--- config.mk ---
export PLATFORM = sky130hd
export DESIGN_NAME = dotted_version_parser
export DESIGN_NICKNAME = d
export VERILOG_FILES = /design/src/hdl/dvp_pkg.sv /design/src/hdl/dotted_version_parser.sv
export SDC_FILE = /design/constraint.sdc
export NUM_CORES = 1
export LEC_CHECK = 0
export ABC_CLOCK_PERIOD_IN_PS = 4700
export CAP_MARGIN = 20
export CELL_PAD_IN_SITES_DETAIL_PLACEMENT = 1
export CELL_PAD_IN_SITES_GLOBAL_PLACEMENT = 1
export CORE_UTILIZATION = 51
export DETAILED_ROUTE_END_ITERATION = 6
export DONT_BUFFER_PORTS = 1
export PLACE_DENSITY_LB_ADDON = 0.12
export SYNTH_ARGS = -nofsm -noshare
export SYNTH_HDL_FRONTEND = slang
export SYNTH_SLANG_ARGS = --single-unit
--- constraint.sdc ---
create_clock -name clk -period 4.7 [get_ports clk]
set_input_delay 1.41 -clock clk [delete_from_list [all_inputs] [get_ports clk]]
set_output_delay 1.41 -clock clk [all_outputs]
set_load 0.02 [all_outputs]
--- src/hdl/dvp_pkg.sv ---
`default_nettype none

package dvp_pkg;

    localparam int PART_COUNT = 4;
    localparam int PART_BITS = 16;
    localparam int PACKED_BITS = 48;
    localparam int VERSION_BITS = 64;

    localparam logic [PART_BITS-1:0] CH_DOT = 16'h002E;
    localparam logic [PART_BITS-1:0] CH_ZERO = 16'h0030;
    localparam logic [PART_BITS-1:0] CH_NINE = 16'h0039;

    localparam logic [1:0] LAST_PART = 2'(PART_COUNT - 1);

    typedef struct packed {
        logic [PART_BITS-1:0] code_unit;
        logic                 present;
        logic                 last;
    } dvp_in_t;

    typedef struct packed {
        logic                    ok;
        logic [VERSION_BITS-1:0] version;
    } dvp_out_t;

endpackage

`default_nettype wire

--- src/hdl/dotted_version_parser.sv ---
`default_nettype none

// channel | signals                      | direction | accepted when
// input   | in_valid, in_ready, in_data  | into      | in_valid && in_ready
// output  | out_valid, out_ready, out_data| out of    | out_valid && out_ready
//
// one character per cycle while no last item is held back: an item sits in the input register, where the
// part logic (times ten, add, overflow compare) updates the parse state.
// an item marked last loads the result register as it leaves the input register.
// a stalled output only holds back an item marked last; other items keep flowing.
// reset clears the parse state and both valid flags.
module dotted_version_parser
    import dvp_pkg::*;
(
    input  wire logic     clk,
    input  wire logic     rst_n,
    input  wire logic     in_valid,
    output logic          in_ready,
    input  wire dvp_in_t  in_data,
    output logic          out_valid,
    input  wire logic     out_ready,
    output dvp_out_t      out_data
);

    logic                   stage_valid_reg;
    dvp_in_t                stage_item_reg;
    logic                   out_valid_reg;
    logic                   out_valid_next;
    dvp_out_t               out_item_reg;

    logic [1:0]             part_index_reg, part_index_next;
    logic [PART_BITS-1:0]   part_value_reg, part_value_next;
    logic [PACKED_BITS-1:0] packed_parts_reg, packed_parts_next;
    logic                   seen_digit_reg, seen_digit_next;
    logic                   failed_reg, failed_next;

    logic                   fire;
    logic                   is_digit;
    logic                   is_dot;
    logic [PART_BITS+3:0]   scaled;
    logic                   done_ok;
    dvp_out_t               result;

    // only a last item needs room in the result register
    assign fire = stage_valid_reg
        && (!stage_item_reg.last || !out_valid_reg || out_ready);
    assign in_ready = !stage_valid_reg || fire;

    assign is_digit = stage_item_reg.code_unit >= CH_ZERO
        && stage_item_reg.code_unit <= CH_NINE;
    assign is_dot = stage_item_reg.code_unit == CH_DOT;

    // value * 10 + digit, as (v << 3) + (v << 1) + d
    assign scaled = {1'b0, part_value_reg, 3'b000}
        + {3'b000, part_value_reg, 1'b0}
        + {16'h0000, stage_item_reg.code_unit[3:0]};

    always_comb
    begin
        part_index_next = part_index_reg;
        part_value_next = part_value_reg;
        packed_parts_next = packed_parts_reg;
        seen_digit_next = seen_digit_reg;
        failed_next = failed_reg;
        if (stage_item_reg.present && !failed_reg)
        begin
            if (is_digit)
            begin
                if (scaled[PART_BITS+3:PART_BITS] != 4'h0)
                begin
                    failed_next = 1'b1;
                end
                else
                begin
                    part_value_next = scaled[PART_BITS-1:0];
                    seen_digit_next = 1'b1;
                end
            end
            else if (is_dot)
            begin
                if (!seen_digit_reg || part_index_reg >= LAST_PART)
                begin
                    failed_next = 1'b1;
                end
                else
                begin
                    packed_parts_next = {packed_parts_reg[PACKED_BITS-PART_BITS-1:0],
                        part_value_reg};
                    part_index_next = part_index_reg + 2'd1;
                    part_value_next = '0;
                    seen_digit_next = 1'b0;
                end
            end
            else
            begin
                failed_next = 1'b1;
            end
        end
    end

    assign done_ok = !failed_next && seen_digit_next && part_index_next == LAST_PART;
    assign result.ok = done_ok;
    assign result.version = done_ok ? {packed_parts_next, part_value_next} : '0;

    always_comb
    begin
        out_valid_next = out_valid_reg;
        if (out_ready)
        begin
            out_valid_next = 1'b0;
        end
        if (fire && stage_item_reg.last)
        begin
            out_valid_next = 1'b1;
        end
    end

    always_ff @(posedge clk or negedge rst_n)
    begin
        if (!rst_n)
        begin
            stage_valid_reg <= 1'b0;
            out_valid_reg <= 1'b0;
            part_index_reg <= '0;
            part_value_reg <= '0;
            packed_parts_reg <= '0;
            seen_digit_reg <= 1'b0;
            failed_reg <= 1'b0;
        end
        else
        begin
            out_valid_reg <= out_valid_next;
            if (in_ready)
            begin
                stage_valid_reg <= in_valid;
            end
            if (fire)
            begin
                if (stage_item_reg.last)
                begin
                    part_index_reg <= '0;
                    part_value_reg <= '0;
                    packed_parts_reg <= '0;
                    seen_digit_reg <= 1'b0;
                    failed_reg <= 1'b0;
                end
                else
                begin
                    part_index_reg <= part_index_next;
                    part_value_reg <= part_value_next;
                    packed_parts_reg <= packed_parts_next;
                    seen_digit_reg <= seen_digit_next;
                    failed_reg <= failed_next;
                end
            end
        end
    end

    always_ff @(posedge clk)
    begin
        if (in_ready && in_valid)
        begin
            stage_item_reg <= in_data;
        end
        if (fire && stage_item_reg.last)
        begin
            out_item_reg <= result;
        end
    end

    assign out_valid = out_valid_reg;
    assign out_data = out_item_reg;

endmodule

`default_nettype wire

# After elaboration in Yosys (flattened, before gate mapping)
# Index checks and enable logic that the tools add are counted.
word_totals:
  reg_bits: 153
  out_inout_bits: 67
op_classes:
  add_sub_neg: 3
  magnitude_cmp: 3
  eq_ne: 2
  muxes: 30
  n_reduce_logical: 19
op_table:
  columns: ["op", "n"]
  rows:
  - ["two-way mux 48 bit", 5]
  - ["two-way mux 16 bit", 6]
  - ["adder 19 x 17 -> 20 bit", 1]
  - ["adder 20 x 4 -> 20 bit", 1]
  - ["== test 16 x 6 -> 1 bit, second input constant", 1]
  - [">= comparator 16 x 6 -> 1 bit, second input constant", 1]
  - ["less-or-equal comparator 16 x 6 -> 1 bit, second input constant", 1]
  - ["two-way mux 1 bit", 14]
  - ["two-way mux 2 bit", 5]
  - ["logical AND 1 bit", 7]
  - ["logical NOT 1 bit", 6]
  - ["logical OR 1 bit", 4]
  - ["nonzero test 4 bit", 1]
  - ["adder 2 x 1 -> 2 bit, second input constant", 1]
  - ["== test 2 bit, second input constant", 1]
  - [">= comparator 2 bit, second input constant", 1]
  - ["nonzero test 2 bit", 1]

# Logic depth before layout (Yosys ltp)
# Gate-level depths: netlist (run 1).
depth:
  word_depth: 9
  mapped_depth: 14

# Worst setup path after synthesis (run 1)
# Ideal clock, no wire load.
synth_timing:
  path_kind: "input -> register"
  start: "input out_ready"
  end: "register out_item_reg (netlist bit out_data[0]), enable pin"
  setup_time_ps: 431
  arrival_ps: 3157
  t_required_ps: 4269
  slack_ps: 1112
  cell_stages: 3
  path_buffers: 0
  cell_sequence: "inv_1 -> nand3_1 -> and3_1"
synth_via:
  elab_chain_cells: 3
synth_rtl:
  columns: ["item", "line", "text"]
  rows:
  - ["start: declaration", "dotted_version_parser.sv:21", "input wire logic out_ready,"]
  - ["logical OR 1 bit", "dotted_version_parser.sv:46", "&& (!stage_item_reg.last || !out_valid_reg || out_ready);"]
  - ["logical AND 1 bit", "dotted_version_parser.sv:46", null]
  - ["logical AND 1 bit", "dotted_version_parser.sv:165", "if (fire && stage_item_reg.last)"]
  - ["end signal: assignment", "dotted_version_parser.sv:167", "out_item_reg <= result;"]
  - ["end: declaration", "dotted_version_parser.sv:29", "dvp_out_t out_item_reg;"]
# No other way between the ends.
# A chain may end at the register's enable or synchronous reset.

# Final worst setup path (run 1)
layout_timing:
  start: "register part_value_reg[0]"
  end: "register part_value_reg[5]"
layout_via:
  elab_chain_cells: 7
layout_rtl:
  columns: ["item", "line", "text"]
  rows:
  - ["start: declaration", "dotted_version_parser.sv:32", "logic [PART_BITS-1:0] part_value_reg, part_value_next;"]
  - ["start signal: assignment", "dotted_version_parser.sv:150", "part_value_reg <= part_value_next;"]
  - ["adder 19 x 17 -> 20 bit (*)", "dotted_version_parser.sv:55", "+ {3'b000, part_value_reg, 1'b0}"]
  - ["adder 20 x 4 -> 20 bit (*)", "dotted_version_parser.sv:56", "+ {16'h0000, stage_item_reg.code_unit[3:0]};"]
  - ["nonzero test 4 bit", "dotted_version_parser.sv:69", "if (scaled[PART_BITS+3:PART_BITS] != 4'h0)"]
  - ["two-way mux 16 bit (*)", "dotted_version_parser.sv:69", null]
  - ["two-way mux 16 bit (*)", "dotted_version_parser.sv:67", "if (is_digit)"]
  - ["two-way mux 16 bit (*)", "dotted_version_parser.sv:65", "if (stage_item_reg.present && !failed_reg)"]
  - ["two-way mux 16 bit (*)", "dotted_version_parser.sv:139", "if (stage_item_reg.last)"]
# Every way passes the cells marked *; elsewhere a longest branch is shown, timed or not.

==> run_results.csv, run 1 <==
group,metric,value,unit
outcome,status,"complete, no violations",
placement,portBuffers,0,
clocking,cts.root.buffer_cell,"clkbuf_16",
detailed_routing,drt-initial-drc-count,253,
detailed_routing,viasPerCell,6.26,
setup_path,path_cells,"inv_1 > fa_1 > fa_1 > nand2b_1 > a211oi_2 > o21ai_0 > a21boi_1 > o211ai_4 > or2_4 > nor4_4 > a22o_1",
timing,fmax,253,MHz
logic_synthesis,syn_area_per_cell,13.1,um^2
clocking,clk_latency,0.43,ns
power_and_ir_drop,switchingPower,662,uW
timing,fin_crit_sh,84.1,%
final_layout,most-common-layout-cells,"83 x edfxtp_1, 69 x dfrtp_1, 62 x a22o_1, 50 x mux2i_1, 49 x nor3_2",
die,ios,89,
power_and_ir_drop,power.total,2.99,mW
logic_synthesis,ys_warn_count,0,
global_route,grt_pass1_vias,5159,
logic_synthesis,synth.yosys.seq_area_share,54.3,%
setup_path,cp.required,5.05,ns
hold_path,holdCritPathClass,"register to register",
final_layout,area_growth,9.14,%
final_layout,final_core_util,57.8,%
clocking,clockBufferDepth,2,
detailed_routing,wl_per_cell,21.9,um
logic_synthesis,ys_ff_latch,153,
detailed_routing,totalWireLength,17.0,mm
timing,finalHoldViolations,0,
timing,slew_headroom,30.8,%
job,maxCapViolations,0,
power_and_ir_drop,peakVddDrop,239,uV
die,die_h,126,um
final_layout,final_cell_area,8530,um^2
logic_synthesis,synth-edff-count,83,
detailed_routing,ant_nets,0,
logic_synthesis,synth_area_leaders,"edfxtp_1 32%, dfrtp_1 22%, a22o_1 6.9%",
final_layout,n_antenna_cell,0,
setup_path,reg2reg_slack,0.75,ns
setup_path,crit_type,"register to register",
clocking,path_clk_slew,0.06,ns
die,die_area,15800,um^2
timing,tightest_slew,1.03,ns
clocking,h-tree-depth,4,
global_route,grt_max_degree,71,
global_route,grt_pass1_wl,28.0,mm
placement,pre_cts_ws,0.714,ns
timing,maxSlewViolCount,0,
logic_synthesis,yosysTopAreaCellShare,31.9,%
clocking,cts_resized,0,
detailed_routing,first_pass_iters,4,
power_and_ir_drop,intPower,2.33,mW
final_layout,layout_commonest_cell,"edfxtp_1",
setup_path,path_max_fanout,16,
global_route,grt_antenna_before_repair,0,
clocking,numCtsBuffers,17,
final_layout,fin_cells,779,
timing,setup_slack,0.747,ns
global_route,grt.total_usage,23.2,%
placement,place_area,7910,um^2
die,die_w,126,um
clocking,cts_tree,"yes",
die,fp-row-count,44,
detailed_routing,drc,0,
placement,placed_cells,747,
global_route,grt_remaining_overflow,0,
placement,dp_hpwl,11.7,mm
setup_path,crit_top_cell,"fa_1",
logic_synthesis,synth_ff_type,"edfxtp_1",
die,core,14800,um^2
power_and_ir_drop,power.share.sequential,49.5,%
final_layout,drive_gt1_share,18.2,%
final_layout,seq_area,4250,um^2
final_layout,nets,638,
setup_path,crit_path_end_kind,"register",
power_and_ir_drop,pwr-share-comb,3.1,%
logic_synthesis,synth-async-reset-ratio,45.8,%
power_and_ir_drop,clkPwrFrac,47.4,%
clocking,cts_sinks,153,
power_and_ir_drop,p_sw_share,22.1,%
logic_synthesis,ys_types,61,
logic_synthesis,syn_nets,654,
setup_path,cp.arrival,4.31,ns
power_and_ir_drop,powerDensity,351,nW/um^2
clocking,hold_buffers,0,
setup_path,start_kind,"register",
setup_path,crit_family,"simple AND/OR/NAND/NOR gates",
logic_synthesis,synthCells,598,
setup_path,slowest_stage,"nor4_4",
detailed_routing,via_count,4875,
final_layout,largest_reg_flops,65,
setup_path,path_buf_inv,1,
die,start_util,53.0,%
final_layout,num-fill-cells,1435,
placement,gp_congestion,0.814,
timing,skew,0.00918,ns
timing,setup_viol_count_final,0,
timing,min_period,3.95,ns
setup_path,max_stage_delay,0.85,ns
logic_synthesis,syn_area,7820,um^2
timing,finalSetupTns,0,ns
timing,rsz0062_at_grt,"no",
clocking,cts_setup_buffers,0,
timing,hold-worst-slack,0.505,ns
power_and_ir_drop,leakage,3.13,nW
final_layout,multi_input_area,3320,um^2
logic_synthesis,yosys.area.top_type,"edfxtp_1",
[metal layers]
layer | part of all wire, % | GRT usage (%) | vias to the layer above
li1 | - | - | 2272
met1 | 46 | 30.1 | 2493
met2 | 50 | 38.3 | 86
met3 | 2.1 | 4.67 | 24
met4 | 1.8 | 9.28 | 0
met5 | 0 | 0 | -
[cell families (layout without fill, tap and decap cells)]
logic type	count (synthesis)	count (layout)	share of synthesized area, %
muxes	50	50	6.40
AOI/OAI and AO/OA	141	141	14.7
buffers and inverters	53	50	3.54
adders and majority gates	34	34	5.63
xor gates and xnor gates	13	13	1.46
and+or+nand+nor	154	154	13.9
DFF	153	153	54.3
[final cells by class]
class,count,share of cell area (%)
clock buffer,19,5.32
clock inverter,13,1.91
inverter,10,0.440
multi-input combinational,392,38.9
sequential,153,49.8
tap,184,2.70
timing repair buffer,8,0.997
[power groups by stage]
stage / Clock (mW) / Sequential [mW] / Combinational [mW]
2_1_floorplan: 0 / 1.50 / 0.0750
3_3_place_gp: 0 / 1.51 / 0.0912
3_5_place_dp: 0 / 1.51 / 0.0948
4_1_cts: 1.44 / 1.48 / 0.0955
5_1_grt: 1.49 / 1.49 / 0.103
6_report: 1.42 / 1.48 / 0.0937
[path summary, 6_finish.rpt]
| path | from | endpoint | cells after the start |
|---|---|---|---|
| worst max-delay path | part_value_reg[0] | part_value_reg[5] | 11 |
| worst min-delay path | packed_parts_reg[40] | packed_parts_reg[40] | 1 |
| worst max register to register | part_value_reg[0] | part_value_reg[5] | 11 |
| worst min register to register | packed_parts_reg[40] | packed_parts_reg[40] | 1 |
| max in group asynchronous | rst_n | packed_parts_reg[5] | 0 |
| min in group asynchronous | rst_n | stage_valid_reg | 0 |
[cell usage after synthesis (13+ instances only)]
master and number:
nor3_2 49, nor2_1 14, ha_1 32, o21ai_0 13
edfxtp_1 83, clkbuf_1 24, nand2_1 26, mux2i_1 50
dfrtp_1 70, a22o_1 62, a21oi_1 18
[worst register-to-register path: cells and delay by family, from the launching register on]
| family | cells | cell delay, ns |
|---|---|---|
| AND/OR/NAND/NOR | 3 | 1.33 |
| AO/OA/AOI/OAI | 5 | 1.09 |
| adder cells (fa/ha/maj) | 2 | 0.97 |
| flip-flops | 1 | 0.41 |
| buffers and inverters | 1 | 0.10 |
No activity file was read; power rests on OpenSTA's default activity.
==> inputs of run 2 (changes only) <==
--- a/config.mk
+++ b/config.mk
@@ -5,7 +5,7 @@
 export SDC_FILE = /design/constraint.sdc
 export NUM_CORES = 1
 export LEC_CHECK = 0
-export ABC_CLOCK_PERIOD_IN_PS = 4700
+export ABC_CLOCK_PERIOD_IN_PS = 3840
 export CAP_MARGIN = 20
 export CELL_PAD_IN_SITES_DETAIL_PLACEMENT = 1
 export CELL_PAD_IN_SITES_GLOBAL_PLACEMENT = 1
==> constraint.sdc (replaced) <==
create_clock -name clk -period 3.84 [get_ports clk]
set_input_delay 1.152 -clock clk [delete_from_list [all_inputs] [get_ports clk]]
set_output_delay 1.152 -clock clk [all_outputs]
set_load 0.02 [all_outputs]
==> run 2 against run 1 <==
  * Non-clock buffer count is 27 higher
  * Flip-flop and latch count did not move
  * Wire length up 10%
  * Highest routed layer unchanged
==> run_results.csv, run 2 (synthesis gave the netlist of run 1 again) <==
group,metric,value,unit
power_and_ir_drop,switchingPower,792,uW
die,core,14800,um^2
setup_path,crit_path_end_kind,"register",
detailed_routing,met2WireLength,9.64,mm
setup_path,path_cells,"inv_1 > fa_1 > fa_2 > nand2b_1 > a211oi_2 > o21ai_2 > nor3b_2 > o211ai_4 > buf_12 > o311ai_4 > a21oi_4 > buf_4 > buf_8 > nor3_2",
global_route,grt_antenna_before_repair,0,
global_route,grt_pass1_vias,5061,
final_layout,seq_area,4250,um^2
timing,slew_headroom,29.5,%
power_and_ir_drop,peakVddDrop,250,uV
placement,gp_congestion,0.808,
timing,skew,0.00835,ns
setup_path,crit_type,"register to register",
timing,tightest_slew,1.06,ns
outcome,status,"complete, no violations",
final_layout,n_antenna_cell,0,
detailed_routing,totalWireLength,18.8,mm
clocking,hold_buffers,0,
die,die_h,126,um
timing,setup_viol_count_final,0,
detailed_routing,wl_per_cell,23.3,um
global_route,grt_remaining_overflow,0,
setup_path,cp.required,3.96,ns
power_and_ir_drop,power.total,3.40,mW
setup_path,cp.arrival,3.82,ns
timing,finalSetupTns,0,ns
detailed_routing,first_pass_iters,4,
hold_path,holdCritPathClass,"primary input to asynchronous set/reset pin",
die,start_util,53.0,%
clocking,cts.root.buffer_cell,"clkbuf_16",
clocking,clockBufferDepth,2,
timing,min_period,3.70,ns
die,die_area,15800,um^2
power_and_ir_drop,clkPwrFrac,42.9,%
final_layout,nets,665,
timing,maxSlewViolCount,0,
placement,placed_cells,759,
final_layout,most-common-layout-cells,"83 x edfxtp_1, 69 x dfrtp_1, 62 x a22o_1, 51 x nor3_2, 50 x mux2i_1",
clocking,clk_latency,0.42,ns
job,maxCapViolations,0,
detailed_routing,drc,0,
placement,pre_cts_ws,0.0344,ns
setup_path,path_max_fanout,18,
power_and_ir_drop,powerDensity,385,nW/um^2
clocking,numCtsBuffers,17,
final_layout,fin_cells,806,
timing,hold-worst-slack,0.429,ns
final_layout,area_growth,13.2,%
final_layout,largest_reg_flops,65,
global_route,grt_pass1_wl,28.4,mm
timing,fin_crit_sh,96.3,%
setup_path,slowest_stage,"fa_1",
timing,finalHoldViolations,0,
placement,dp_hpwl,12.3,mm
detailed_routing,top_layer,"met4",
placement,portBuffers,0,
setup_path,start_kind,"register",
final_layout,layout_commonest_cell,"edfxtp_1",
global_route,grt_max_degree,71,
die,ios,89,
clocking,cts_tree,"yes",
final_layout,multi_input_area,3430,um^2
final_layout,drive_gt1_share,23.6,%
die,fp-row-count,44,
clocking,h-tree-depth,4,
power_and_ir_drop,intPower,2.61,mW
power_and_ir_drop,pwr-share-comb,3.7,%
final_layout,num-fill-cells,1428,
detailed_routing,ant_nets,0,
clocking,cts_sinks,153,
setup_path,max_stage_delay,0.49,ns
detailed_routing,drt-initial-drc-count,408,
global_route,grt.total_usage,23.4,%
detailed_routing,wl_met1,8.32,mm
detailed_routing,via_count,5095,
clocking,path_clk_slew,0.06,ns
detailed_routing,viasPerCell,6.32,
timing,fmax,270,MHz
power_and_ir_drop,p_sw_share,23.3,%
die,die_w,126,um
detailed_routing,wl_met3,639,um
timing,setup_slack,0.141,ns
power_and_ir_drop,power.share.sequential,53.4,%
power_and_ir_drop,leakage,3.26,nW
## run 2: path summary, 6_finish.rpt
path | from | end | slack (ns) | depth (start not counted)
worst max-delay path | part_value_reg[2] | out_data[44] | 0.14 | 14
min in group clk | packed_parts_reg[42] | packed_parts_reg[42] | 0.51 | 1
worst min-delay path | rst_n | part_value_reg[1] | 0.43 | 0
max in group asynchronous | rst_n | packed_parts_reg[13] | 3.26 | 0
worst max register to register | part_value_reg[2] | out_data[44] | 0.14 | 14
worst min register to register | packed_parts_reg[42] | packed_parts_reg[42] | 0.51 | 1
## run 2: layout make-up
cell class	instances	area share (%)
clock buffers	19	4.89
clock inverters	13	0.919
inverters	10	0.424
multi-input cells	392	38.8
flip-flops and latches	153	48.0
well taps	184	2.60
repair buffers	35	4.40
## run 2: critical path, delay by kind of cell (launching register included)
kind                       cells  cell delay (ns)
AOI/OAI and AO/OA              5             0.98
adders and majority gates      2             0.91
buffers and inverters          4             0.70
DFF                            1             0.38
and+or+nand+nor                3             0.44
## run 2: repair_timing
item / in CTS / in global routing
setup endpoints to repair: 0 / 80
buffers inserted: 0 / 11
resized for setup: 0 / 23
## run 2: stage by stage
| stage | cell area, um^2 | util, % |
|---|---|---|
| floorplan | 7820 | - |
| global placement | 8030 | 54.4 |
| detailed placement | 8030 | 54.4 |
| CTS | 8540 | 57.9 |
| global route | 8850 | 60.0 |
| finish | 8850 | 60.0 |
## run 2: per-layer routing
layer / vias to the layer above / global-route usage, %
met2: 116 / 39.2
met3: 16 / 4.84
met1: 2642 / 31.0
met4: 0 / 6.59
li1: 2321 / -
met5: - / 0
## run 2: power groups by stage
stage	combinational, mW	sequential, mW	clock, mW
6_report	0.126	1.82	1.46
3_5_place_dp	0.120	1.85	0
2_1_floorplan	0.0918	1.84	0
4_1_cts	0.119	1.82	1.48
3_3_place_gp	0.116	1.85	0
5_1_grt	0.133	1.82	1.54
==> inputs of run 3 (changes only) <==
--- a/config.mk
+++ b/config.mk
@@ -5,11 +5,12 @@
 export SDC_FILE = /design/constraint.sdc
 export NUM_CORES = 1
 export LEC_CHECK = 0
+export ABC_AREA = 1
 export ABC_CLOCK_PERIOD_IN_PS = 3840
 export CAP_MARGIN = 20
 export CELL_PAD_IN_SITES_DETAIL_PLACEMENT = 1
 export CELL_PAD_IN_SITES_GLOBAL_PLACEMENT = 1
-export CORE_UTILIZATION = 51
+export CORE_UTILIZATION = 48
 export DETAILED_ROUTE_END_ITERATION = 6
 export DONT_BUFFER_PORTS = 1
 export PLACE_DENSITY_LB_ADDON = 0.12
==> run 3 against run 2 <==
  * Synthesized cell count increased by 50%
  * Critical path type unchanged
  * Critical path depth increased by 5
  * Non-clock buffer count decreased by 26
  * Setup slack improved by 0.17 ns
  * Sequential share of layout area increased by 0.99 points
  * Cell count increased by 39%
  * Highest routed layer unchanged
  * Clock power increased by 17%
==> run_results.csv, run 3 <==
group,metric,value,unit
job,maxCapViolations,0,
logic_synthesis,synth_compound_area_share,8.92,%
hold_path,holdCritPathClass,"primary input to asynchronous set/reset pin",
setup_path,max_stage_delay,0.53,ns
final_layout,num-fill-cells,1883,
final_layout,most-common-layout-cells,"259 x nand2_1, 126 x inv_1, 83 x edfxtp_1, 78 x nor2_1, 70 x dfrtp_1",
final_layout,area_growth,10.4,%
setup_path,cp.arrival,3.78,ns
global_route,grt_antenna_before_repair,0,
clocking,clk_latency,0.43,ns
timing,setup_viol_count_final,0,
setup_path,start_kind,"register",
placement,portBuffers,0,
logic_synthesis,synth_area_leaders,"edfxtp_1 32%, dfrtp_1 22%, nand2_1 12%",
detailed_routing,viasPerCell,5.42,
clocking,h-tree-depth,4,
die,fp-row-count,46,
final_layout,seq_area,4240,um^2
clocking,hold_buffers,0,
setup_path,cp.required,4.09,ns
setup_path,path_max_fanout,55,
timing,tightest_slew,0.695,ns
timing,rsz0062_at_grt,"no",
logic_synthesis,ys_ff_latch,153,
logic_synthesis,synthCells,898,
detailed_routing,via_count,6075,
timing,fin_crit_sh,91.9,%
clocking,cts_tree,"yes",
logic_synthesis,synth-simple-area-share,21.8,%
setup_path,crit_type,"register to register",
setup_path,crit_top_cell,"nand2_1",
timing,finalHoldViolations,0,
global_route,grt_remaining_overflow,0,
setup_path,crit_path_end_kind,"register",
placement,pre_cts_ws,0.350,ns
clocking,path_clk_slew,0.07,ns
placement,gp_congestion,0.874,
final_layout,nets,947,
logic_synthesis,synth.area.mux_share,0,%
detailed_routing,first_pass_iters,4,
timing,hold-worst-slack,0.413,ns
detailed_routing,totalWireLength,20.0,mm
clocking,cts.root.buffer_cell,"clkbuf_16",
die,start_util,49.2,%
logic_synthesis,synth_common_cells,"259 x nand2_1, 127 x inv_1, 83 x edfxtp_1",
placement,placed_cells,1088,
timing,skew,0.0112,ns
detailed_routing,wl_per_cell,17.8,um
clocking,clockBufferDepth,2,
power_and_ir_drop,leakage,4.16,nW
timing,maxSlewViolCount,0,
logic_synthesis,ys_warn_count,0,
final_layout,layout_commonest_cell,"nand2_1",
logic_synthesis,ys_types,37,
final_layout,multi_input_area,2960,um^2
outcome,status,"complete, no violations",
clocking,cts_sinks,153,
clocking,cts_setup_buffers,0,
timing,slew_headroom,53.5,%
detailed_routing,drc,0,
final_layout,final_core_util,54.3,%
setup_path,slowest_stage,"fa_1",
final_layout,drive_gt1_share,6.31,%
global_route,grt_max_degree,72,
logic_synthesis,syn_area,7850,um^2
final_layout,n_antenna_cell,0,
timing,finalSetupTns,0,ns
detailed_routing,drt-initial-drc-count,344,
logic_synthesis,syn_area_per_cell,8.74,um^2
logic_synthesis,synth-async-reset-ratio,45.8,%
logic_synthesis,synth.yosys.seq_area_share,54.1,%
power_and_ir_drop,powerDensity,428,nW/um^2
power_and_ir_drop,peakVddDrop,287,uV
logic_synthesis,yosysTopAreaCellShare,31.8,%
global_route,grt_pass1_vias,6368,
logic_synthesis,synth_top_family_by_area,"simple AND/OR/NAND/NOR gates",
timing,min_period,3.53,ns
detailed_routing,ant_nets,0,
die,die_area,16900,um^2
die,die_w,130,um
logic_synthesis,synth_ff_type,"edfxtp_1",
die,core,15900,um^2
timing,fmax,283,MHz
logic_synthesis,syn_nets,954,
die,die_h,130,um
die,ios,89,
clocking,numCtsBuffers,17,
logic_synthesis,yosys.area_share.xor_xnor,1.23,%
logic_synthesis,yosys.area.top_type,"edfxtp_1",
setup_path,path_cells,"inv_1 > fa_1 > fa_1 > inv_1 > nand2_1 > nand2_1 > nand3_1 > nand2_1 > nand2_1 > nand2_1 > nand2_1 > nand2_1 > nand2_1 > nor2_4 > nand3_2 > o21ai_2 > nand3_4 > buf_12 > nor2_1",
logic_synthesis,synth-edff-count,83,
global_route,grt.total_usage,25.5,%
final_layout,largest_reg_flops,65,
logic_synthesis,synth_fa_ha_area_share,5.61,%
timing,setup_slack,0.312,ns
global_route,grt_pass1_wl,32.6,mm
placement,dp_hpwl,14.3,mm
logic_synthesis,yosys.cell_count.top_type,"nand2_1",
final_layout,fin_cells,1120,
-- run 3: changes by cell type in the layout (fill, tap and decap cells not counted), moves of 51 or more --
cell,delta
a22o_1,-62
inv_1,+117
nand2_1,+233
nor2_1,+65
nor3_2,-51
-- run 3: final timing paths --
check	start	end	slack, ns	cells after the start
worst max register to register	part_value_reg[0]	out_data[39]	0.31	19
min in group clk	packed_parts_reg[32]	packed_parts_reg[32]	0.55	2
worst min register to register	packed_parts_reg[32]	packed_parts_reg[32]	0.55	2
worst min-delay path	rst_n	packed_parts_reg[41]	0.41	0
max in group asynchronous	rst_n	packed_parts_reg[25]	3.28	0
worst max-delay path	part_value_reg[0]	out_data[39]	0.31	19
-- run 3: kinds of logic after synthesis --
family / Yosys count
and+or+nand+nor: 414
buffers and inverters: 163
DFF: 153
AOI/OAI and AO/OA: 123
adders and majority gates: 34
xor gates and xnor gates: 11
-- run 3: timing repair --
action / CTS / global route
setup endpoints to repair: 0 / 1
gates resized for setup: 0 / 1
endpoints found under the hold margin: 0 / 0
-- run 3: cell type report --
| type | instances | share of cell area (%) |
|---|---|---|
| well taps | 216 | 3.12 |
| inverters | 128 | 5.55 |
| repair buffers | 9 | 1.21 |
| clock inverters | 14 | 1.88 |
| multi-input cells | 582 | 34.2 |
| clock buffers | 18 | 5.07 |
| flip-flops and latches | 153 | 49.0 |
-- run 3: per-layer routing --
layer / track usage [%] / vias up / share of wire [%]
li1: - / 2939 / -
met1: 31.1 / 2979 / 44
met2: 45.0 / 128 / 52
met3: 5.62 / 29 / 3.0
met4: 8.07 / 0 / 1.8
met5: 0 / - / 0
-- run 3: worst max-delay path, delay by kind of cell, from the launching register on --
kind,cells,cell delay (ns)
fa+ha+maj,2,1.02
compound gates,1,0.16
flops,1,0.42
buf+inv,3,0.40
simple gates,13,1.34
-- run 3: power by group --
part	leakage [nW]	switching, mW	internal, mW
Combinational	2.09	0.112	0.0313
Sequential	1.78	0.0657	1.79
Clock	0.293	0.719	0.993
Total	4.16	0.896	2.81
-- run 3: metrics by stage --
step | total power [mW] | instance area [um^2]
after floorplan | 1.98 | 7850
after global placement | 2.02 | 8060
after detailed placement | 2.03 | 8060
after CTS | 3.72 | 8660
after global routing | 3.81 | 8660
final | 3.71 | 8660
